$ cat src/sv/otl_pkg.sv
package otl_pkg;

	// Payload field widths
	localparam int FUNC_W   = 3;
	localparam int ITEM_W   = 16;
	localparam int GROUP_W  = 8;
	localparam int INDEX_W  = 6;
	localparam int STATUS_W = 2;
	localparam int COUNT_W  = 7;

	// Operation codes
	localparam logic [FUNC_W-1:0] FN_ADD    = 3'd0;
	localparam logic [FUNC_W-1:0] FN_REMOVE = 3'd1;
	localparam logic [FUNC_W-1:0] FN_QUERY  = 3'd2;
	localparam logic [FUNC_W-1:0] FN_CLEAR  = 3'd3;
	localparam logic [FUNC_W-1:0] FN_READ   = 3'd4;

	// Status codes
	localparam logic [STATUS_W-1:0] STAT_OK        = 2'd0;
	localparam logic [STATUS_W-1:0] STAT_NOT_FOUND = 2'd1;
	localparam logic [STATUS_W-1:0] STAT_FULL      = 2'd2;
	localparam logic [STATUS_W-1:0] STAT_RANGE     = 2'd3;

endpackage

$ cat src/sv/otl_req_if.sv
interface otl_req_if;
	logic                          valid;
	logic                          ready;
	logic [otl_pkg::FUNC_W-1:0]    func;
	logic [otl_pkg::ITEM_W-1:0]    item_id;
	logic [otl_pkg::GROUP_W-1:0]   group_id;
	logic [otl_pkg::INDEX_W-1:0]   entry_index;

	modport source (output valid, func, item_id, group_id, entry_index, input ready);
	modport sink (input valid, func, item_id, group_id, entry_index, output ready);
endinterface

$ cat src/sv/otl_rsp_if.sv
interface otl_rsp_if;
	logic                          valid;
	logic                          ready;
	logic [otl_pkg::STATUS_W-1:0]  status;
	logic                          found;
	logic                          group_tagged;
	logic                          group_changed;
	logic [otl_pkg::COUNT_W-1:0]   list_count;
	logic [otl_pkg::ITEM_W-1:0]    entry_item;
	logic [otl_pkg::GROUP_W-1:0]   entry_group;

	modport source (output valid, status, found, group_tagged, group_changed, list_count,
		entry_item, entry_group, input ready);
	modport sink (input valid, status, found, group_tagged, group_changed, list_count,
		entry_item, entry_group, output ready);
endinterface

$ cat src/sv/otl_list_ram.sv
module otl_list_ram #(
	parameter int DEPTH = 64,
	parameter int WIDTH = 24
) (
	input  logic                     clk,
	input  logic                     we,
	input  logic [$clog2(DEPTH)-1:0] waddr,
	input  logic [WIDTH-1:0]         wdata,
	input  logic [$clog2(DEPTH)-1:0] raddr,
	output logic [WIDTH-1:0]         rdata
);

	logic [WIDTH-1:0] mem_q [DEPTH];

	// Write one entry, read one entry with registered data
	always_ff @(posedge clk) begin
		if (we) begin
			mem_q[waddr] <= wdata;
		end
		rdata <= mem_q[raddr];
	end

endmodule

$ cat src/sv/ordered_tag_list_with_group_flags_core.sv
// Flow: an add to a list with room skips the scan and goes from acceptance straight to the
// done state; every other operation walks the list once before it returns its word.
// Throughput: one word at a time, the next accepted only back in idle, set by the
// single list memory read port and the one entry comparator that scans it.
// Reset (arst_n, asynchronous): list empty, no group tagged; list memory is not cleared.
module ordered_tag_list_with_group_flags_core #(
	parameter int LIST_DEPTH  = 64,
	parameter int GROUP_COUNT = 256,
	parameter int ITEM_BITS   = 16
) (
	input  logic clk,
	input  logic arst_n,
	otl_req_if.sink   req,
	otl_rsp_if.source rsp
);

	localparam int AW = $clog2(LIST_DEPTH);
	localparam int CW = $clog2(LIST_DEPTH + 1);
	localparam int IW = ITEM_BITS;
	localparam int GW = $clog2(GROUP_COUNT);
	localparam int EW = IW + GW;
	localparam logic [CW-1:0] FULL_CNT = CW'(LIST_DEPTH);

	localparam logic [1:0] ST_IDLE = 2'd0;
	localparam logic [1:0] ST_SCAN = 2'd1;
	localparam logic [1:0] ST_DONE = 2'd2;

	// Reduce an 8-bit group id modulo GROUP_COUNT by restoring subtraction
	function automatic logic [GW-1:0] grp_reduce(input logic [otl_pkg::GROUP_W-1:0] g);
		logic [otl_pkg::GROUP_W-1:0] v;
		v = g;
		for (int k = otl_pkg::GROUP_W - 1; k >= 0; k--) begin
			if (32'(v) >= (32'(GROUP_COUNT) << k)) begin
				v = v - otl_pkg::GROUP_W'(32'(GROUP_COUNT) << k);
			end
		end
		return GW'(v);
	endfunction

	logic [1:0]                   state_q;
	logic [otl_pkg::FUNC_W-1:0]   func_q;
	logic [IW-1:0]                item_q;
	logic [GW-1:0]                grp_q;
	logic [otl_pkg::INDEX_W-1:0]  idx_q;
	logic                         add_ok_q;
	logic [CW-1:0]                cnt_q;
	logic [CW-1:0]                rd_cnt_q;
	logic                         rd_vld_s1;
	logic [CW-1:0]                rd_pos_s1;
	logic                         hit_q;
	logic                         oth_q;
	logic [IW-1:0]                ent_item_q;
	logic [GW-1:0]                ent_grp_q;
	logic [GROUP_COUNT-1:0]       flags_q;
	logic                         flag_q;

	logic                         out_vld_q;
	logic [otl_pkg::STATUS_W-1:0] out_status_q;
	logic                         out_found_q;
	logic                         out_tag_q;
	logic                         out_chg_q;
	logic [otl_pkg::COUNT_W-1:0]  out_cnt_q;
	logic [otl_pkg::ITEM_W-1:0]   out_item_q;
	logic [otl_pkg::GROUP_W-1:0]  out_grp_q;

	logic          acc;
	logic          add_ok;
	logic [GW-1:0] grp_in;
	logic          we;
	logic [AW-1:0] waddr;
	logic [EW-1:0] wdata;
	logic [EW-1:0] rdat_s1;
	logic [IW-1:0] rd_item;
	logic [GW-1:0] rd_grp;
	logic          load;

	logic [otl_pkg::STATUS_W-1:0] res_status;
	logic                         res_found;
	logic                         res_tag;
	logic                         res_chg;
	logic [CW-1:0]                res_cnt;
	logic [otl_pkg::ITEM_W-1:0]   res_item;
	logic [otl_pkg::GROUP_W-1:0]  res_grp;

	assign req.ready = (state_q == ST_IDLE);
	assign acc       = req.valid && req.ready;
	assign grp_in    = grp_reduce(req.group_id);
	assign add_ok    = (req.func == otl_pkg::FN_ADD) && (cnt_q < FULL_CNT);
	assign rd_item   = rdat_s1[EW-1:GW];
	assign rd_grp    = rdat_s1[GW-1:0];
	assign load      = (state_q == ST_DONE) && (!out_vld_q || rsp.ready);

	// Append on add, shift entries down by one behind a removed entry
	always_comb begin
		we    = 1'b0;
		waddr = cnt_q[AW-1:0];
		wdata = {IW'(req.item_id), grp_in};
		if (acc && add_ok) begin
			we = 1'b1;
		end else if (state_q == ST_SCAN && rd_vld_s1 && func_q == otl_pkg::FN_REMOVE
				&& hit_q) begin
			we    = 1'b1;
			waddr = AW'(rd_pos_s1 - 1'b1);
			wdata = rdat_s1;
		end
	end

	otl_list_ram #(
		.DEPTH (LIST_DEPTH),
		.WIDTH (EW)
	) u_ram (
		.clk   (clk),
		.we    (we),
		.waddr (waddr),
		.wdata (wdata),
		.raddr (rd_cnt_q[AW-1:0]),
		.rdata (rdat_s1)
	);

	// Sequencer: accept, walk the list through the comparator unless an add has room, hand off the result
	always_ff @(posedge clk or negedge arst_n) begin
		if (!arst_n) begin
			state_q   <= ST_IDLE;
			cnt_q     <= '0;
			rd_cnt_q  <= '0;
			rd_vld_s1 <= 1'b0;
			hit_q     <= 1'b0;
			oth_q     <= 1'b0;
			add_ok_q  <= 1'b0;
		end else begin
			rd_vld_s1 <= 1'b0;
			case (state_q)
				ST_IDLE: begin
					if (acc) begin
						hit_q    <= 1'b0;
						oth_q    <= 1'b0;
						rd_cnt_q <= '0;
						add_ok_q <= add_ok;
						if (add_ok) begin
							cnt_q   <= cnt_q + 1'b1;
							state_q <= ST_DONE;
						end else begin
							state_q <= ST_SCAN;
						end
					end
				end
				ST_SCAN: begin
					// issue the next read
					if (rd_cnt_q < cnt_q) begin
						rd_vld_s1 <= 1'b1;
						rd_cnt_q  <= rd_cnt_q + 1'b1;
					end
					// compare the entry that came back
					if (rd_vld_s1) begin
						if (func_q == otl_pkg::FN_REMOVE && !hit_q && rd_item == item_q) begin
							hit_q <= 1'b1;
						end else begin
							if (rd_item == item_q) begin
								hit_q <= 1'b1;
							end
							if (rd_grp == grp_q) begin
								oth_q <= 1'b1;
							end
						end
					end
					if (rd_cnt_q == cnt_q && !rd_vld_s1) begin
						state_q <= ST_DONE;
					end
				end
				ST_DONE: begin
					if (load) begin
						cnt_q   <= res_cnt;
						state_q <= ST_IDLE;
					end
				end
				default: begin
					state_q <= ST_IDLE;
				end
			endcase
		end
	end

	// Set a group flag on an add with room, settle it on a remove that hits, drop all flags on clear
	always_ff @(posedge clk or negedge arst_n) begin
		if (!arst_n) begin
			flags_q <= '0;
		end else if (acc && add_ok) begin
			flags_q[grp_in] <= 1'b1;
		end else if (load && func_q == otl_pkg::FN_REMOVE && hit_q) begin
			flags_q[grp_q] <= oth_q;
		end else if (load && func_q == otl_pkg::FN_CLEAR) begin
			flags_q <= '0;
		end
	end

	// Hold the request fields and the entry picked by a read
	always_ff @(posedge clk) begin
		if (acc) begin
			func_q <= req.func;
			item_q <= IW'(req.item_id);
			grp_q  <= grp_in;
			idx_q  <= req.entry_index;
			flag_q <= flags_q[grp_in];
		end
		if (state_q == ST_SCAN) begin
			rd_pos_s1 <= rd_cnt_q;
		end
		if (state_q == ST_SCAN && rd_vld_s1 && func_q == otl_pkg::FN_READ
				&& 32'(rd_pos_s1) == 32'(idx_q)) begin
			ent_item_q <= rd_item;
			ent_grp_q  <= rd_grp;
		end
	end

	// Build the result word from the scan flags
	always_comb begin
		res_status = otl_pkg::STAT_OK;
		res_found  = 1'b0;
		res_tag    = flag_q;
		res_chg    = 1'b0;
		res_cnt    = cnt_q;
		res_item   = '0;
		res_grp    = '0;
		case (func_q)
			otl_pkg::FN_ADD: begin
				if (add_ok_q) begin
					res_tag = 1'b1;
					res_chg = 1'b1;
				end else begin
					res_status = otl_pkg::STAT_FULL;
				end
			end
			otl_pkg::FN_REMOVE: begin
				if (hit_q) begin
					res_found = 1'b1;
					res_tag   = oth_q;
					res_chg   = flag_q && !oth_q;
					res_cnt   = cnt_q - 1'b1;
				end else begin
					res_status = otl_pkg::STAT_NOT_FOUND;
				end
			end
			otl_pkg::FN_QUERY: begin
				res_found = flag_q && hit_q;
			end
			otl_pkg::FN_CLEAR: begin
				res_chg = flag_q;
				res_tag = 1'b0;
				res_cnt = '0;
			end
			otl_pkg::FN_READ: begin
				if (32'(idx_q) < 32'(cnt_q)) begin
					res_item = otl_pkg::ITEM_W'(ent_item_q);
					res_grp  = otl_pkg::GROUP_W'(ent_grp_q);
				end else begin
					res_status = otl_pkg::STAT_RANGE;
				end
			end
			default: begin
			end
		endcase
	end

	// Output register: hold the word until it is taken
	always_ff @(posedge clk or negedge arst_n) begin
		if (!arst_n) begin
			out_vld_q <= 1'b0;
		end else if (load) begin
			out_vld_q <= 1'b1;
		end else if (rsp.ready) begin
			out_vld_q <= 1'b0;
		end
	end

	always_ff @(posedge clk) begin
		if (load) begin
			out_status_q <= res_status;
			out_found_q  <= res_found;
			out_tag_q    <= res_tag;
			out_chg_q    <= res_chg;
			out_cnt_q    <= otl_pkg::COUNT_W'(res_cnt);
			out_item_q   <= res_item;
			out_grp_q    <= res_grp;
		end
	end

	assign rsp.valid         = out_vld_q;
	assign rsp.status        = out_status_q;
	assign rsp.found         = out_found_q;
	assign rsp.group_tagged  = out_tag_q;
	assign rsp.group_changed = out_chg_q;
	assign rsp.list_count    = out_cnt_q;
	assign rsp.entry_item    = out_item_q;
	assign rsp.entry_group   = out_grp_q;

`ifndef SYNTH
	a_cnt_bound: assert property (@(posedge clk) disable iff (!arst_n)
		cnt_q <= FULL_CNT)
		else $error("entry count above list depth");

	a_scan_bound: assert property (@(posedge clk) disable iff (!arst_n)
		state_q == ST_SCAN |-> rd_cnt_q <= cnt_q)
		else $error("scan address past entry count");

	a_busy_after_acc: assert property (@(posedge clk) disable iff (!arst_n)
		acc |=> !req.ready)
		else $error("ready right after accepting a word");

	a_write_owner: assert property (@(posedge clk) disable iff (!arst_n)
		we |-> (acc || func_q == otl_pkg::FN_REMOVE))
		else $error("list write outside add or remove");

	a_notfound_flag: assert property (@(posedge clk) disable iff (!arst_n)
		rsp.valid && rsp.status == otl_pkg::STAT_NOT_FOUND |-> !rsp.found)
		else $error("not found reported with found set");
`endif

endmodule
$ cat src/flat_wrapper.sv
// flat-port wrapper written by rule: the top's interface ports become plain ports
module ordered_tag_list_with_group_flags_core_flat 
#(
	parameter int LIST_DEPTH  = 64,
	parameter int GROUP_COUNT = 256,
	parameter int ITEM_BITS   = 16
)
  (clk, arst_n, req_valid, req_func, req_item_id, req_group_id, req_entry_index, req_ready, rsp_valid, rsp_status, rsp_found, rsp_group_tagged, rsp_group_changed, rsp_list_count, rsp_entry_item, rsp_entry_group, rsp_ready);
  otl_req_if req_i ();
  otl_rsp_if rsp_i ();
  input  logic clk;
  input  logic arst_n;
  input wire logic [$bits(req_i.valid)-1:0] req_valid;
  input wire logic [$bits(req_i.func)-1:0] req_func;
  input wire logic [$bits(req_i.item_id)-1:0] req_item_id;
  input wire logic [$bits(req_i.group_id)-1:0] req_group_id;
  input wire logic [$bits(req_i.entry_index)-1:0] req_entry_index;
  output wire logic [$bits(req_i.ready)-1:0] req_ready;
  output wire logic [$bits(rsp_i.valid)-1:0] rsp_valid;
  output wire logic [$bits(rsp_i.status)-1:0] rsp_status;
  output wire logic [$bits(rsp_i.found)-1:0] rsp_found;
  output wire logic [$bits(rsp_i.group_tagged)-1:0] rsp_group_tagged;
  output wire logic [$bits(rsp_i.group_changed)-1:0] rsp_group_changed;
  output wire logic [$bits(rsp_i.list_count)-1:0] rsp_list_count;
  output wire logic [$bits(rsp_i.entry_item)-1:0] rsp_entry_item;
  output wire logic [$bits(rsp_i.entry_group)-1:0] rsp_entry_group;
  input wire logic [$bits(rsp_i.ready)-1:0] rsp_ready;
  assign req_i.valid = req_valid;
  assign req_i.func = req_func;
  assign req_i.item_id = req_item_id;
  assign req_i.group_id = req_group_id;
  assign req_i.entry_index = req_entry_index;
  assign req_ready = req_i.ready;
  assign rsp_valid = rsp_i.valid;
  assign rsp_status = rsp_i.status;
  assign rsp_found = rsp_i.found;
  assign rsp_group_tagged = rsp_i.group_tagged;
  assign rsp_group_changed = rsp_i.group_changed;
  assign rsp_list_count = rsp_i.list_count;
  assign rsp_entry_item = rsp_i.entry_item;
  assign rsp_entry_group = rsp_i.entry_group;
  assign rsp_i.ready = rsp_ready;
  ordered_tag_list_with_group_flags_core #(.LIST_DEPTH(LIST_DEPTH), .GROUP_COUNT(GROUP_COUNT), .ITEM_BITS(ITEM_BITS)) u_core (.clk(clk), .arst_n(arst_n), .req(req_i), .rsp(rsp_i));
endmodule
$ cat config.mk
export PLATFORM = sky130hd
export DESIGN_NAME = ordered_tag_list_with_group_flags_core_flat
export DESIGN_NICKNAME = d
export VERILOG_FILES = /design/src/sv/otl_pkg.sv /design/src/sv/otl_req_if.sv /design/src/sv/otl_rsp_if.sv /design/src/sv/otl_list_ram.sv /design/src/sv/ordered_tag_list_with_group_flags_core.sv /design/src/flat_wrapper.sv
export SDC_FILE = /design/constraint.sdc
export NUM_CORES = 2
export LEC_CHECK = 0
export BUFFER_PORTS_ARGS = -buffer_cell sky130_fd_sc_hd__buf_2
export CORE_ASPECT_RATIO = 0.7
export CORE_MARGIN = 2
export CORE_UTILIZATION = 30
export DETAILED_ROUTE_END_ITERATION = 6
export GPL_TIMING_DRIVEN = 0
export PLACE_DENSITY_LB_ADDON = 0.2
export SKIP_CTS_REPAIR_TIMING = 1
export SLEW_MARGIN = 25
export SYNTH_ARGS = -nofsm -noshare
export SYNTH_HDL_FRONTEND = slang
export SYNTH_SLANG_ARGS = --single-unit
$ cat constraint.sdc
create_clock -name clk -period 11.8 [get_ports clk]
set_input_delay 0.59 -clock clk [delete_from_list [all_inputs] [get_ports clk]]
set_output_delay 0.59 -clock clk [all_outputs]
set_load 0.01 [all_outputs]
Word level (Yosys, flattened, before mapping)
Memories as Yosys holds them, arrays and structs flattened. A register that Yosys moved wholly into a read port is not among the register bits.
Index checks and enable logic that the tools add are counted.
Widths: inputs -> output; s select.
{"block": "classes", "add_sub_neg": 4, "order_cmp": 7, "n_reduce_logical": 38, "eq_ne": 19, "bitwise": 1, "mux": 57}
{"op": "$mux 256", "n": 3}
{"op": "$bwmux 256", "n": 1}
{"op": "$or 256x256->256", "n": 1}
{"op": "$mux 24", "n": 2}
{"op": "$mux 7", "n": 6}
{"op": "$pmux 7 s2", "n": 3}
{"op": "$mux 1", "n": 24}
{"op": "$logic_and 1x1->1", "n": 19}
{"op": "$lt 8x9->1 const B", "n": 2}
{"op": "$demux 1 s8", "n": 2}
{"op": "$eq 16x16->1", "n": 1}
{"op": "$ge 8x1->1 const B", "n": 2}
{"op": "$add 7x1->7 const B", "n": 2}
{"op": "$mux 2", "n": 6}
{"op": "$mux 6", "n": 2}
{"op": "$pmux 2 s3", "n": 2}
{"op": "$ne 2x1->1 const B", "n": 5}
{"op": "$bmux 1 s8", "n": 1}
{"op": "$eq 8x8->1", "n": 1}
{"op": "$reduce_and 4->1", "n": 2}
{"op": "$eq 7x6->1", "n": 1}
{"op": "$eq 7x7->1", "n": 1}
{"op": "$lt 6x7->1", "n": 1}
{"op": "$lt 7x7->1", "n": 1}
{"op": "21 further kinds", "n": 35}
{"block": "word_totals", "reg_bits": 378, "word_cells": 151, "mem_count": 1, "input_bits": 37, "ramBits": 1536, "output_inout_bits": 38}
{"memory": "u_core.u_ram.mem_q", "depth": 64, "width": 24, "read_ports": 1, "rd_clocked_by_memory_dff": 1, "write_ports": 1, "line": "otl_list_ram.sv:13", "source": "logic [WIDTH-1:0] mem_q [DEPTH];"}

Depth between registers and ports, before layout
{"block": "logic_depth", "ltp_word": 8, "mapped_depth": 13, "ltp_nobuf": 9}

Hierarchy
A second synthesis with hierarchy kept.
{"block": "hier_totals", "hier_cells": 5240, "area_unflattened_um2": 82183.8}
{"mod": "otl_list_ram", "instances": 1, "cells_each": 2610, "area_per_inst_um2": 59295.6}
{"mod": "ordered_tag_list_with_group_flags_core", "instances": 1, "cells_each": 2630, "area_per_inst_um2": 22888.2}

Least setup slack after synthesis
No wires, ideal clock.
{"block": "synth_path", "kind": "flip-flop to flip-flop", "startpoint": "register u_core.state_q[1]", "endpoint": "memory u_core.u_ram.mem_q[0][7], data pin", "synth_period_minus_slack_ps": 4391, "setup_slack_ps": 7409, "setup_time_ps": 702, "arrival_time_ps": 3689, "t_required_ps": 11098, "path_stages_with_launch": 6, "cell_sequence": "dfrtp_1 > and2b_1 > nand2_1 > nor2_4 > clkbuf_1 > o21ai_0"}
{"block": "synth_via", "elab_chain_len": 6, "word_cells_on_any_way": 9}
{"element": "start, declared", "line": "ordered_tag_list_with_group_flags_core.sv:40", "source": "logic [1:0] state_q;"}
{"element": "start signal, assigned", "line": "ordered_tag_list_with_group_flags_core.sv:123", "source": "state_q <= ST_IDLE;"}
{"element": "start signal, assigned", "line": "ordered_tag_list_with_group_flags_core.sv:141", "source": "state_q <= ST_DONE;"}
{"element": "start signal, assigned", "line": "ordered_tag_list_with_group_flags_core.sv:143", "source": "state_q <= ST_SCAN;"}
{"element": "$eq 2x1->1", "line": "ordered_tag_list_with_group_flags_core.sv:100", "source": "end else if (state_q == ST_SCAN && rd_vld_s1 && func_q == otl_pkg::FN_REMOVE"}
{"element": "$logic_and 1x1->1 (2 in a row)", "line": "ordered_tag_list_with_group_flags_core.sv:100"}
{"element": "$logic_and 1x1->1", "line": "ordered_tag_list_with_group_flags_core.sv:101", "source": "&& hit_q) begin"}
{"element": "$mux 24", "line": "ordered_tag_list_with_group_flags_core.sv:100"}
{"element": "$mux 24 *", "line": "ordered_tag_list_with_group_flags_core.sv:98", "source": "if (acc && add_ok) begin"}
{"element": "via u_core.u_ram.wdata[7]", "line": "otl_list_ram.sv:8", "source": "input logic [WIDTH-1:0] wdata,"}
{"element": "end, declared", "line": "otl_list_ram.sv:13"}
Mark *: on every way through the listed nets, which the timed path passes. The rest lies on a longest branch.

Final worst setup path
{"block": "layout_path", "startpoint": "register u_core.cnt_q[6]", "endpoint": "memory u_core.u_ram.mem_q[14][3], enable pin"}
{"block": "layout_via", "elab_chain_len": 6, "word_cells_on_any_way": 7}
{"element": "start, declared", "line": "ordered_tag_list_with_group_flags_core.sv:46", "source": "logic [CW-1:0] cnt_q;"}
{"element": "start signal, assigned", "line": "ordered_tag_list_with_group_flags_core.sv:140", "source": "cnt_q <= cnt_q + 1'b1;"}
{"element": "start signal, assigned", "line": "ordered_tag_list_with_group_flags_core.sv:172", "source": "cnt_q <= res_cnt;"}
{"element": "$lt 7x7->1 *", "line": "ordered_tag_list_with_group_flags_core.sv:88", "source": "assign add_ok = (req.func == otl_pkg::FN_ADD) && (cnt_q < FULL_CNT);"}
{"element": "$logic_and 1x1->1 *", "line": "ordered_tag_list_with_group_flags_core.sv:88"}
{"element": "$logic_and 1x1->1 *", "line": "ordered_tag_list_with_group_flags_core.sv:98"}
{"element": "$mux 1", "line": "ordered_tag_list_with_group_flags_core.sv:98"}
{"element": "$mux 1", "line": "otl_list_ram.sv:17", "source": "if (we) begin"}
{"element": "$mux 1 (not written as such)", "line": "otl_list_ram.sv:18", "source": "mem_q[waddr] <= wdata;"}
Mark *: on every way between the ends. The rest lies on a longest branch, timed or not.

==> impl_metrics.sql <==
INSERT INTO impl_metrics (metric_group, metric, value, unit) VALUES
('timing', 'post-route-min-period', '5.018', 'ns'),
('place', 'final_weighted_congestion_in_routability_driven_placement', '1.026', ''),
('timing', 'finalMaxSlewViolations', '0', ''),
('global_routing', 'met3_usage', '0.07346', ''),
('timing', 'max-slew-margin-rel', '0.1266', ''),
('flow_run', 'max_cap_violations', '0', ''),
('timing', 'totalNegativeSetupSlack', '0', 'ns'),
('logic_synthesis', 'synthFlopType', 'sky130_fd_sc_hd__edfxtp_1', ''),
('global_routing', 'globalRouteMet2Util', '0.3093', ''),
('route', 'number_of_vias_per_cell', '5.756', ''),
('critical_path', 'critical_path.max_stage_delay', '0.76', 'ns'),
('timing', 'fmaxAchievable', '0.1993', 'GHz'),
('global_routing', 'global_route.usage.met1', '0.3384', ''),
('critical_path', 'cpLargestDelayFamily', 'simple AND/OR/NAND/NOR gates', ''),
('global_routing', 'global_route_layer_with_the_greatest_usage', 'met1', ''),
('critical_path', 'timing.critical_path.fanout_max', '13', ''),
('status', 'run_status', 'completed', ''),
('critical_path', 'slowest_stage', 'sky130_fd_sc_hd__nor2_4', ''),
('route', 'route.detailed.wl_per_inst', '34.73', 'um'),
('place', 'placement.io_buffers', '74', ''),
('cts', 'ctsLongestPathBuffers', '4', ''),
('route', 'via_count', '53360', ''),
('critical_path', 'worstPathArrival', '5.54', 'ns'),
('timing', 'rsz0062_at_grt', 'false', ''),
('timing', 'worst_slew_pin_slew', '1.310', 'ns'),
('floorplanning', 'io-pin-count', '75', ''),
('power', 'vdd_ir_drop_max', '0.0001308', 'V'),
('cts', 'cts.htree.levels', '4', ''),
('floorplanning', 'std_cell_rows', '160', ''),
('timing', 'final_min_period_over_clock_period', '0.4253', ''),
('cells_and_area', 'number_of_nets_in_the_final_layout', '5512', ''),
('global_routing', 'gr-total-overflow', '0', ''),
('power', 'p_leak', '31.21', 'nW'),
('floorplanning', 'die_x', '628.1', 'um'),
('place', 'hpwlAfterDp', '223.2', 'mm'),
('timing', 'final.setup.worst_slack', '6.782', 'ns'),
('place', 'pre_cts_slack', '6.309', 'ns'),
('timing', 'report.final.hold_viol_count', '0', ''),
('critical_path', 'cp_cell_sequence', 'nor4_2 > nand3_1 > clkbuf_2 > o31ai_1 > nand2b_1 > nor2_4 > buf_16', ''),
('critical_path', 'worst-path-buf-inv', '2', ''),
('critical_path', 'rrSetupSlack', '6.78', 'ns'),
('floorplanning', 'floorplan.initialDensity', '0.3014', ''),
('route', 'wirelength', '321.9', 'mm'),
('cts', 'clock_buffers_created_by_tritoncts', '200', ''),
('logic_synthesis', 'synth.distinct_cells', '57', ''),
('timing', 'skew', '0.09910', 'ns'),
('floorplanning', 'die_area', '276900', 'um^2'),
('global_routing', 'pin_count_of_the_biggest_net_entering_global_routing', '82', ''),
('cells_and_area', 'areaGrowthSynthToFinish', '18.02', '%'),
('cts', 'clock_tree_root_buffer_cell', 'sky130_fd_sc_hd__clkbuf_16', ''),
('critical_path', 'critical_path.startpoint_type', 'register', ''),
('route', 'drc', '0', ''),
('hold_path', 'hold_path_class', 'input pin to register', ''),
('logic_synthesis', 'seq_area_frac_synth', '0.6915', ''),
('logic_synthesis', 'synth_enable_flop_cells', '1637', ''),
('cts', 'clk_transition_reported_paths', '0.07', 'ns'),
('cts', 'cts_tree', 'yes', ''),
('route', 'drt-initial-drc-count', '8393', ''),
('logic_synthesis', 'syn_inst', '5016', ''),
('route', 'dr.pass1.iters', '6', ''),
('power', 'fin_total_pwr', '18.69', 'mW'),
('critical_path', 'critPathRequiredTime', '12.33', 'ns'),
('logic_synthesis', 'yosys.area.top_type_share', '0.6009', ''),
('timing', 'final-setup-viol-count', '0', ''),
('logic_synthesis', 'netlist.top_cell.by_area', 'sky130_fd_sc_hd__edfxtp_1', ''),
('cells_and_area', 'finalCoreUtilization', '0.3556', ''),
('floorplanning', 'core', '271500', 'um^2'),
('global_routing', 'grt_first_pass_wirelength', '435.7', 'mm'),
('logic_synthesis', 'synth.ff_latch_count', '1938', ''),
('logic_synthesis', 'post_synth_main_area_contributors', 'sky130_fd_sc_hd__edfxtp_1, sky130_fd_sc_hd__mux4_2, sky130_fd_sc_hd__dfrtp_1', ''),
('critical_path', 'critical_path.endpoint_type', 'register', '');
==> worst min-delay path: cells and delay by family <==
family	cells	cell delay, ns
buffers and inverters	1	0.10
AND/OR/NAND/NOR	2	0.24
==> synth_stat cells, drive strengths merged (3+ instances only) <==
library cell	instances
nand2b	19
and3	27
o21ai	107
o211ai	6
dfrtp	277
nor2	363
mux4	568
inv	16
and2	9
o22ai	181
edfxtp	1637
o41ai	5
nand4	7
ha	16
nor3	45
o31ai	3
xnor2	18
mux2i	3
xor2	24
buf	100
a22oi	32
dfxtp	24
o32ai	9
nor4	10
nor2b	24
nand3	32
a21oi	586
nand2	356
clkbuf	290
a31oi	197
==> placed cells by master, fill, tap and decap left out, types with 19 or more instances in the layout <==
cell,instances
sky130_fd_sc_hd__and3_1,27
sky130_fd_sc_hd__dfrtp_1,277
sky130_fd_sc_hd__nand2_4,23
sky130_fd_sc_hd__nor2_1,303
sky130_fd_sc_hd__a22oi_1,32
sky130_fd_sc_hd__edfxtp_1,1637
sky130_fd_sc_hd__dlygate4sd3_1,31
sky130_fd_sc_hd__buf_4,34
sky130_fd_sc_hd__nor3_1,23
sky130_fd_sc_hd__nand2_1,332
sky130_fd_sc_hd__buf_12,33
sky130_fd_sc_hd__o22ai_1,181
sky130_fd_sc_hd__clkbuf_1,249
sky130_fd_sc_hd__clkbuf_2,88
sky130_fd_sc_hd__buf_2,154
sky130_fd_sc_hd__a31oi_1,195
sky130_fd_sc_hd__mux4_2,568
sky130_fd_sc_hd__clkinv_1,54
sky130_fd_sc_hd__clkbuf_16,200
sky130_fd_sc_hd__buf_16,51
sky130_fd_sc_hd__nand3_1,32
sky130_fd_sc_hd__clkinv_2,25
sky130_fd_sc_hd__nand2b_1,19
sky130_fd_sc_hd__dfxtp_1,24
sky130_fd_sc_hd__o21ai_0,105
sky130_fd_sc_hd__nor3_2,22
sky130_fd_sc_hd__nor2b_1,22
sky130_fd_sc_hd__a21oi_1,586
sky130_fd_sc_hd__xor2_1,24
sky130_fd_sc_hd__nor2_4,58
==> power breakdown <==
| group | internal (mW) | switching [mW] |
|---|---|---|
| sequential | 7.62 | 0.134 |
| clock | 3.35 | 2.78 |
| combinational | 1.77 | 3.04 |
| total | 12.7 | 5.95 |
==> registers in the layout (all words and copies together), names as in the netlist, 2 cells and up <==
register	cells
u_core.state_q	2
u_core.func_q	3
u_core.ent_grp_q	8
u_core.rsp.list_count	7
u_core.idx_q	6
u_core.cnt_q	7
u_core.rsp.entry_group	8
u_core.u_ram.rdata	24
u_core.ent_item_q	16
u_core.u_ram.mem_q	1536
u_core.rsp.status	2
u_core.flags_q	256
u_core.rd_cnt_q	7
u_core.item_q	16
u_core.grp_q	8
u_core.rsp.entry_item	16
u_core.rd_pos_s1	7
==> kinds of logic after synthesis <==
| kind of cell | after synthesis | share of synthesized area |
|---|---|---|
| muxes | 573 | 0.1570 |
| xor gates and xnor gates | 42 | 0.004497 |
| buffers and inverters | 407 | 0.02020 |
| adders and majority gates | 16 | 0.002447 |
| and+or+nand+nor | 906 | 0.04694 |
| AOI/OAI and AO/OA | 1134 | 0.07739 |
| DFF | 1938 | 0.6915 |
==> stage by stage <==
stage	hold slack (ns)	instances	cell area, um^2
finish	0.05607	9269	96540
global placement	0.4582	8735	86740
floorplan	0.2944	5016	81810
CTS	-0.2822	9226	96140
detailed placement	0.4605	8870	90090
global route	0.03650	9258	96520
==> per-layer routing <==
metal  wire length [um]  up-vias  part of all wire
met4              10980       14             0.034
met2             129800     3386              0.40
met3              36870      680              0.11
met5                233        -           0.00072
li1                   -    21050                 -
met1             144000    28220              0.45
==> worst paths after layout <==
kind                                             end  cells after the start              startpoint
setup / recovery           u_core.u_ram.mem_q[14][3]                      7         u_core.cnt_q[6]
hold / removal                      u_core.rsp.valid                      3               rsp_ready
setup reg to reg           u_core.u_ram.mem_q[14][3]                      7         u_core.cnt_q[6]
hold reg to reg                 u_core.ent_item_q[7]                      0  u_core.u_ram.rdata[15]
max in group asynchronous        u_core.flags_q[107]                      3                  arst_n
min in group asynchronous        u_core.flags_q[195]                      2                  arst_n
==> cell type report <==
class,count,area (um^2)
fill,25830,174900
sequential,1938,56570
multi-input combinational,2671,24370
clock buffer,246,5207
tap,3645,4561
timing repair buffer,241,3192
buffer,390,1708
clock inverter,110,842.1
inverter,17,65.06
antenna,11,27.53
(Power assumes the default switching activity.)
